## config.mk

```make
export PLATFORM = sky130hd
export DESIGN_NAME = command_frame_deframer
export DESIGN_NICKNAME = d
export VERILOG_FILES = /design/src/cfd_pkg.sv /design/src/cfd_parser.sv /design/src/command_frame_deframer.sv
export SDC_FILE = /design/constraint.sdc
export NUM_CORES = 1
export LEC_CHECK = 0
export BUFFER_PORTS_ARGS = -buffer_cell sky130_fd_sc_hd__buf_4
export CELL_PAD_IN_SITES_DETAIL_PLACEMENT = 1
export CELL_PAD_IN_SITES_GLOBAL_PLACEMENT = 2
export CORE_ASPECT_RATIO = 0.6
export CORE_MARGIN = 8
export CORE_UTILIZATION = 37
export DETAILED_ROUTE_END_ITERATION = 6
export PLACE_DENSITY_LB_ADDON = 0.1
export RECOVER_POWER = 25
export SETUP_SLACK_MARGIN = 0.02
export SLEW_MARGIN = 10
export SYNTH_ARGS = -nofsm -noshare
export SYNTH_HDL_FRONTEND = slang
export SYNTH_HIERARCHICAL = 1
export SYNTH_SLANG_ARGS = --single-unit
```

## constraint.sdc

```tcl
create_clock -name clk -period 7.5 [get_ports clk]
set_input_delay 0.75 -clock clk [delete_from_list [all_inputs] [get_ports clk]]
set_output_delay 0.75 -clock clk [all_outputs]
set_load 0.01 [all_outputs]
```

## src/cfd_pkg.sv

```systemverilog
package cfd_pkg;

	localparam int unsigned PhaseW = 5;
	localparam int unsigned WordW  = 32;
	localparam int unsigned ByteW  = 8;
	localparam int unsigned LimW   = 7;

	localparam logic [PhaseW-1:0] PH_IDLE      = 5'd0;
	localparam logic [PhaseW-1:0] PH_COORD_1ST = 5'd1;
	localparam logic [PhaseW-1:0] PH_X_END     = 5'd4;
	localparam logic [PhaseW-1:0] PH_Y_END     = 5'd8;
	localparam logic [PhaseW-1:0] PH_COORD_END = 5'd12;
	localparam logic [PhaseW-1:0] PH_THR_1ST   = 5'd13;
	localparam logic [PhaseW-1:0] PH_THR_END   = 5'd16;

	localparam logic [ByteW-1:0] START_COORD = 8'h63;
	localparam logic [ByteW-1:0] START_THR   = 8'h74;

	localparam logic [WordW-1:0] THR_LIMIT_W = 32'd100;
	localparam logic [LimW-1:0]  THR_LIMIT   = 7'd100;

	typedef struct packed {
		logic             accepted;
		logic [WordW-1:0] coord_x;
		logic [WordW-1:0] coord_y;
		logic [WordW-1:0] coord_z;
		logic             coord_update;
		logic [WordW-1:0] throttle_raw;
		logic [LimW-1:0]  throttle_limited;
		logic             throttle_update;
	} res_t;

	function automatic logic [WordW-1:0] put_byte(
		input logic [WordW-1:0] word,
		input logic [1:0]       lane,
		input logic [ByteW-1:0] b
	);
		logic [WordW-1:0] w;
		w = word;
		case (lane)
			2'd0: w[7:0]   = b;
			2'd1: w[15:8]  = b;
			2'd2: w[23:16] = b;
			default: w[31:24] = b;
		endcase
		return w;
	endfunction

endpackage

```

## src/cfd_parser.sv

```systemverilog
module cfd_parser import cfd_pkg::*; (
	input  logic             clk,
	input  logic             arst_n,
	input  logic             step,
	input  logic [ByteW-1:0] byte_s1,
	output res_t             res
);

	logic [PhaseW-1:0] phase_q, phase_d, phase_m1;
	logic [WordW-1:0]  shadow_x_q, shadow_y_q, shadow_z_q, shadow_t_q;
	logic [WordW-1:0]  shadow_x_d, shadow_y_d, shadow_z_d, shadow_t_d;
	logic [WordW-1:0]  held_x_q, held_y_q, held_z_q, held_t_q;
	logic [WordW-1:0]  held_x_d, held_y_d, held_z_d, held_t_d;
	logic              is_idle, in_coord, in_thr, coord_done, thr_done;
	logic [1:0]        lane;

	assign phase_m1 = phase_q - 5'd1;
	// twelve is a multiple of four, so one lane select serves every word
	assign lane     = phase_m1[1:0];

	// unreachable phase codes behave as idle
	assign is_idle    = (phase_q == PH_IDLE) || (phase_q > PH_THR_END);
	assign in_coord   = !is_idle && (phase_q <= PH_COORD_END);
	assign in_thr     = !is_idle && !in_coord;
	assign coord_done = in_coord && (phase_q == PH_COORD_END);
	assign thr_done   = in_thr && (phase_q == PH_THR_END);

	always_comb begin
		shadow_x_d = shadow_x_q;
		shadow_y_d = shadow_y_q;
		shadow_z_d = shadow_z_q;
		shadow_t_d = shadow_t_q;
		if (in_coord && phase_q <= PH_X_END) begin
			shadow_x_d = put_byte(shadow_x_q, lane, byte_s1);
		end else if (in_coord && phase_q <= PH_Y_END) begin
			shadow_y_d = put_byte(shadow_y_q, lane, byte_s1);
		end else if (in_coord) begin
			shadow_z_d = put_byte(shadow_z_q, lane, byte_s1);
		end
		if (in_thr) begin
			shadow_t_d = put_byte(shadow_t_q, lane, byte_s1);
		end
	end

	always_comb begin
		held_x_d = coord_done ? shadow_x_d : held_x_q;
		held_y_d = coord_done ? shadow_y_d : held_y_q;
		held_z_d = coord_done ? shadow_z_d : held_z_q;
		held_t_d = thr_done   ? shadow_t_d : held_t_q;
	end

	always_comb begin
		if (is_idle) begin
			if (byte_s1 == START_COORD) begin
				phase_d = PH_COORD_1ST;
			end else if (byte_s1 == START_THR) begin
				phase_d = PH_THR_1ST;
			end else begin
				phase_d = PH_IDLE;
			end
		end else if (coord_done || thr_done) begin
			phase_d = PH_IDLE;
		end else begin
			phase_d = phase_q + 5'd1;
		end
	end

	always_comb begin
		res.accepted         = !is_idle || (byte_s1 == START_COORD) || (byte_s1 == START_THR);
		res.coord_x          = held_x_d;
		res.coord_y          = held_y_d;
		res.coord_z          = held_z_d;
		res.coord_update     = coord_done;
		res.throttle_raw     = held_t_d;
		res.throttle_limited = (held_t_d > THR_LIMIT_W) ? THR_LIMIT : held_t_d[LimW-1:0];
		res.throttle_update  = thr_done;
	end

	always_ff @(posedge clk or negedge arst_n) begin
		if (!arst_n) begin
			phase_q  <= PH_IDLE;
			held_x_q <= '0;
			held_y_q <= '0;
			held_z_q <= '0;
			held_t_q <= '0;
		end else if (step) begin
			phase_q  <= phase_d;
			held_x_q <= held_x_d;
			held_y_q <= held_y_d;
			held_z_q <= held_z_d;
			held_t_q <= held_t_d;
		end
	end

	// shadow words are always fully written before they are latched
	always_ff @(posedge clk) begin
		if (step) begin
			shadow_x_q <= shadow_x_d;
			shadow_y_q <= shadow_y_d;
			shadow_z_q <= shadow_z_d;
			shadow_t_q <= shadow_t_d;
		end
	end

endmodule

```

## src/command_frame_deframer.sv

```systemverilog
// channel   signals                          width  transfer
// input     in_valid, in_ready, byte_in      8      in_valid & in_ready
// output    out_valid, out_ready, accepted,  1/32/7 out_valid & out_ready
//           coord_x/y/z, coord_update,
//           throttle_raw/limited, throttle_update
//
// one byte per cycle sustained while out_ready is high; a byte's result passes
// through the input register, the parse logic and then the result register
// before it is offered, and it transfers once out_ready is high.
// arst_n clears the parse phase and the latched words to idle and zero.
// a stalled result holds in the result register; the input register still
// takes a byte while it is empty or the result register is empty or being drained.
module command_frame_deframer import cfd_pkg::*; (
	input  logic             clk,
	input  logic             arst_n,
	input  logic             in_valid,
	output logic             in_ready,
	input  logic [ByteW-1:0] byte_in,
	output logic             out_valid,
	input  logic             out_ready,
	output logic             accepted,
	output logic [WordW-1:0] coord_x,
	output logic [WordW-1:0] coord_y,
	output logic [WordW-1:0] coord_z,
	output logic             coord_update,
	output logic [WordW-1:0] throttle_raw,
	output logic [LimW-1:0]  throttle_limited,
	output logic             throttle_update
);

	logic             valid_s1, valid_s2, advance;
	logic [ByteW-1:0] byte_s1;
	res_t             res, res_s2;

	assign advance  = valid_s1 && (!valid_s2 || out_ready);
	assign in_ready = !valid_s1 || advance;

	always_ff @(posedge clk or negedge arst_n) begin
		if (!arst_n) begin
			valid_s1 <= 1'b0;
			valid_s2 <= 1'b0;
		end else begin
			if (in_ready) begin
				valid_s1 <= in_valid;
			end
			if (advance) begin
				valid_s2 <= 1'b1;
			end else if (out_ready) begin
				valid_s2 <= 1'b0;
			end
		end
	end

	always_ff @(posedge clk) begin
		if (in_valid && in_ready) begin
			byte_s1 <= byte_in;
		end
		if (advance) begin
			res_s2 <= res;
		end
	end

	cfd_parser u_parser (
		.clk     (clk),
		.arst_n  (arst_n),
		.step    (advance),
		.byte_s1 (byte_s1),
		.res     (res)
	);

	assign out_valid        = valid_s2;
	assign accepted         = res_s2.accepted;
	assign coord_x          = res_s2.coord_x;
	assign coord_y          = res_s2.coord_y;
	assign coord_z          = res_s2.coord_z;
	assign coord_update     = res_s2.coord_update;
	assign throttle_raw     = res_s2.throttle_raw;
	assign throttle_limited = res_s2.throttle_limited;
	assign throttle_update  = res_s2.throttle_update;

	a_one_update: assert property (@(posedge clk) disable iff (!arst_n)
		out_valid |-> !(coord_update && throttle_update))
		else $error("coordinate and throttle update in one result");

	a_update_accepted: assert property (@(posedge clk) disable iff (!arst_n)
		out_valid && (coord_update || throttle_update) |-> accepted)
		else $error("frame completed on a rejected byte");

	a_limit: assert property (@(posedge clk) disable iff (!arst_n)
		out_valid |-> (throttle_limited == ((throttle_raw > THR_LIMIT_W) ?
			THR_LIMIT : throttle_raw[LimW-1:0])))
		else $error("limited throttle does not match raw throttle");

	a_no_bubble: assert property (@(posedge clk) disable iff (!arst_n)
		valid_s1 && out_ready |-> in_ready)
		else $error("input stalled while the result side drains");

endmodule
```

; After elaboration in Yosys (flattened, before gate mapping)
; Cells that the tools add are included.
; Widths: inputs -> output; s select.
[op_classes]
n_eq_ne = 6
order_cmp = 5
mux = 33
reduce_logical = 22
addsub = 2
[op_table]
columns = op, n
row1 = $mux 32, 11
row2 = $mux 8, 16
row3 = $gt 32x7->1 const B, 1
row4 = $eq 8x7->1 const B, 2
row5 = $mux 5, 3
row6 = $le 5x4->1 const B, 2
row7 = $logic_and 1x1->1, 8
row8 = $logic_or 1x1->1, 6
row9 = $add 5x1->5 const B, 1
row10 = $eq 5x4->1 const B, 1
row11 = $eq 5x5->1 const B, 1
row12 = $gt 5x5->1 const B, 1
row13 = $le 5x3->1 const B, 1
row14 = $logic_not 5->1, 1
row15 = $logic_not 1->1, 4
row16 = $mux 4, 1
row17 = $reduce_or 3->1, 1
row18 = $eq 2x1->1 const B, 1
row19 = $eq 2x2->1 const B, 1
row20 = $logic_not 2->1, 1
row21 = $mux 1, 2
row22 = $reduce_bool 2->1, 1
row23 = $sub 2x1->2 const B, 1
[totals]
regBits = 409
output_inout_bits = 140

; Longest topological paths before layout
[depth]
depth_word = 10
ltp_mapped = 14

; Modules after synthesis
; Netlist, hierarchy kept.
[modules_own_cells]
columns = module, seq_area_each_um2, cells_per_inst, instances, area_each_um2
row1 = cfd_parser, 7171.9, 1203, 1, 12609.6
row2 = command_frame_deframer, 4434.3, 154, 1, 4488.1

; Worst setup path after synthesis
; No wires, ideal clock.
[synth_path]
path_type = input to register
startpoint = in out_ready
endpoint = reg u_parser.held_t_q[10]
required_ns = 7.375
setup_slack_ns = -0.645
path_buffers = 2
arrival_ns = 8.020
setup_ns = 0.125
path_stages = 5
path_cell_list = nand2b_1 and2_1 clkbuf_1 clkbuf_1 mux2_2
[synth_between]
elab_chain_cells = 2
[synth_lines]
columns = element, line_no
row1 = from (decl), command_frame_deframer.sv:20  ; input logic out_ready,
row2 = $logic_or 1x1->1, command_frame_deframer.sv:35  ; assign advance = valid_s1 && (!valid_s2 || out_ready);
row3 = $logic_and 1x1->1, command_frame_deframer.sv:35
row4 = via advance, command_frame_deframer.sv:31  ; logic valid_s1, valid_s2, advance;
row5 = to (signal assigned), cfd_parser.sv:91  ; held_t_q <= held_t_d;
row6 = to (decl), cfd_parser.sv:12  ; logic [WordW-1:0] held_x_q, held_y_q, held_z_q, held_t_q;
; The timed path passes the listed nets, and every way through them passes these cells.
; A chain may end at the register's enable or synchronous reset.

; Worst setup path in the final report
[layout_path]
startpoint = reg valid_s2, in the netlist out_valid
endpoint = reg u_parser.held_t_q[22]
[layout_between]
elab_chain_cells = 3
[layout_lines]
columns = element, line_no
row1 = from (decl), command_frame_deframer.sv:31
row2 = from (signal assigned), command_frame_deframer.sv:41  ; valid_s2 <= 1'b0;
row3 = from (signal assigned), command_frame_deframer.sv:47  ; valid_s2 <= 1'b1;
row4 = from (signal assigned), command_frame_deframer.sv:49  ; valid_s2 <= 1'b0;
row5 = $logic_not 1->1, command_frame_deframer.sv:35
row6 = $logic_or 1x1->1, command_frame_deframer.sv:35
row7 = $logic_and 1x1->1, command_frame_deframer.sv:35
row8 = via advance, command_frame_deframer.sv:31
; The timed path passes the listed nets, and every way through them passes these cells.

==> flow_summary.yaml <==
sta:
  rsz0062_at_grt: "false"
  fin_skew_ns: 0.0143
  fmax_mhz: 194
  maxSlewViolCount: 124
  max_slew_margin_pct: -202
  fin_crit_sh_pct: 68.7
  finalSetupViolCount: 0
  period_minus_slack_ns: 5.15
  layout_setup_ws_ns: 2.35
  tns_ns: 0
  worst_slew_pin_slew_ns: 4.53
  hold_viol: 0
die:
  core_um2: 45900
  die_w_um: 294
  io_pins: 152
  initial_core_util_pct: 37.2
  die_y_um: 183
  dieArea_um2: 53600
  std_cell_rows: 61
hold_path:
  hold_path_class: "input pin to flip-flop"
global_route:
  grt_pass1_vias: 11000
  grt-ovfl-total: 0
  grt_pass1_wl_um: 66800
  grt_max_degree: 103
  grt_usage_pct: 15.7
  grt-busiest-layer: "met2"
  grt_use_met3_pct: 3.00
  antenna_found_initial: 0
  met2_usage_pct: 24.4
  globalRouteMet1Util_pct: 23.1
pwr:
  p_switching_mw: 1.98
  clkPwrFrac_pct: 31.8
  seq_power_share_pct: 47.4
  peakVddDrop_mv: 0.136
  p_leak_nw: 8.42
  power_frac_comb_pct: 20.8
  swShare_pct: 29.4
  internal_power_mw: 4.75
  powerDensity_nw_per_um2: 340
yosys:
  synth_nets: 1375
  ys_async_sr_fraction_pct: 33.0
  yosysWarnings: 6
  synth_largest_area_cell: "edfxtp_1"
  synth_area_leaders: "edfxtp_1 (48%), dfrtp_1 (20%), mux2i_1 (7.3%)"
  synth_seq_area_share_pct: 67.9
  post-synth-top-count-cell: "edfxtp_1"
  ys_seq_elements: 409
  yosysTopAreaCellShare_pct: 48.1
  synthTopCellsByCount: "edfxtp_1 (274), nand2_1 (235), o21ai_0 (192)"
  synth_area_um2: 17100
  synthFlopType: "edfxtp_1"
  syn_area_per_cell_um2: 12.6
  synth_edf_count: 274
  synthDistinctLibCells: 52
  synth_cells: 1357
worst_setup_path:
  cp_common_cell: "buf_4"
  path_cells: "nand2b_1, and2_0, buf_4, buf_4, mux2_2"
  critPathRequiredTime_ns: 7.92
  critical_path_class: "flip-flop to flip-flop"
  worstPathMaxFanout: 67
  critPathBufInv: 2
  crit_arrival_ns: 5.57
  worstSetupEndpointType: "flip-flop"
  critical_path.max_stage_delay_ns: 2.32
  cp_slowest_cell: "and2_0"
  crit_path_start_kind: "flip-flop"
  path_delay_family: "simple AND/OR/NAND/NOR gates"
run_status:
  violations: "max-capacitance violations, max-slew violations"
  outcome: "finished with violations"
clock_tree:
  numCtsBuffers: 41
  cts_tree: "built"
  clk_latency_ns: 0.54
  cts_max_level: 2
  cts.clk_slew.worst_paths_ns: 0.06
  ctsHoldBuffers: 0
  cts-resized-gates: 0
  root_buffer: "clkbuf_16"
  clk_path_buf_depth: 3
  post_cts_buffers: 0
  clkSinkCount: 409
placement:
  gp_congestion: 0.719
  place_ws_ns: 3.22
  post-place-cells: 2071
  io_buffers: 151
  dp_hpwl_um: 25700
flow_run:
  drv_cap: 2
finish:
  fin_util_pct: 43.1
  stdcell_count: 2144
  drive_gt1_share_pct: 13.7
  syn_to_final_growth_pct: 15.9
  diodes: 0
  final_nets: 1502
routing:
  dr.pass1.iters: 4
  route.detailed.drc: 0
  ant_nets: 0
  vias: 10500
  viasPerCell: 4.88
  wirelength_um: 42400
  drtIter0Drc: 610
  routedWlPerCell_um: 19.8
routing by layer:
| layer | wire length (um) | part of all wire [%] |
|---|---|---|
| met3 | 1560 | 3.7 |
| met1 | 21400 | 51 |
| met2 | 18800 | 44 |
| met4 | 541 | 1.3 |
| met5 | 0 | 0 |
stage by stage:
step	cell area [um^2]	total power [mW]	hold WS, ns
finish	19800	6.74	0.412
global route	19800	7.15	0.381
CTS	20200	6.93	0.277
detailed placement	18800	4.74	0.470
global placement	18800	4.68	0.461
floorplan	17100	4.13	0.450
worst paths after layout:
kind / start / endpoint / slack [ns] / cells past startpoint
worst min-delay path: byte_in[7] / byte_s1[7] / 0.41 / 1
max in group asynchronous: arst_n / u_parser/held_z_q[17] / 2.88 / 2
worst min register to register: u_parser/held_z_q[6] / u_parser/held_z_q[6] / 0.48 / 2
worst max register to register: out_valid / u_parser/held_t_q[22] / 2.35 / 5
min in group asynchronous: arst_n / u_parser/held_t_q[24] / 1.82 / 1
worst max-delay path: out_valid / u_parser/held_t_q[22] / 2.35 / 5
area by class of cell:
| type | count | area, um^2 |
|---|---|---|
| fill | 4856 | 26100 |
| sequential | 409 | 11600 |
| clock inverter | 20 | 255 |
| inverter | 100 | 378 |
| multi-input combinational | 761 | 4760 |
| timing repair buffer | 171 | 893 |
| clock buffer | 53 | 1130 |
| tap | 630 | 788 |
worst reg2reg max path: stages, from the launching register on:
cell	delay, ns
dfrtp_1	0.40
nand2b_1	0.10
and2_0	2.32
buf_4	0.94
buf_4	0.82
mux2_2	0.46
registers in the layout (all words and copies together) (netlist names), 7 cells and up:
name / flops
throttle_raw: 32
u_parser/held_y_q: 32
u_parser/shadow_y_q: 32
coord_y: 32
u_parser/held_x_q: 32
coord_z: 32
u_parser/held_t_q: 32
byte_s1: 8
u_parser/shadow_x_q: 32
throttle_limited: 7
coord_x: 32
u_parser/held_z_q: 32
u_parser/shadow_z_q: 32
u_parser/shadow_t_q: 32
kinds of logic (layout without fill, tap and decap cells):
logic type / count (synthesis) / in the layout / synth area share (%)
flops: 409 / 409 / 67.9
simple gates: 306 / 306 / 7.61
compound gates: 256 / 256 / 7.99
mux: 193 / 193 / 11.8
buf+inv: 187 / 344 / 4.24
fa+ha+maj: 6 / 6 / 0.439
cells in the final DEF (no fill, tap or decap), types with 7 or more instances in the layout:
| cell type | n |
|---|---|
| mux2_2 | 66 |
| buf_4 | 59 |
| clkinv_2 | 9 |
| edfxtp_1 | 274 |
| inv_1 | 99 |
| dfrtp_1 | 135 |
| o21ai_0 | 192 |
| nand3_1 | 7 |
| a21oi_1 | 8 |
| clkbuf_16 | 41 |
| mux2i_1 | 125 |
| clkbuf_1 | 110 |
| nand2_1 | 234 |
| nand2b_1 | 7 |
| o21ai_1 | 37 |
| clkbuf_4 | 8 |
| nor2_1 | 17 |
| nor4_1 | 11 |
power groups by stage:
| stage | Combinational (mW) | Clock (mW) | Sequential (mW) |
|---|---|---|---|
| 4_1_cts | 1.51 | 2.22 | 3.20 |
| 3_3_place_gp | 1.46 | 0 | 3.22 |
| 3_5_place_dp | 1.50 | 0 | 3.24 |
| 5_1_grt | 1.59 | 2.31 | 3.25 |
| 2_1_floorplan | 0.876 | 0 | 3.26 |
| 6_report | 1.40 | 2.14 | 3.19 |
Note: power is estimated with default switching activity, not from simulation.
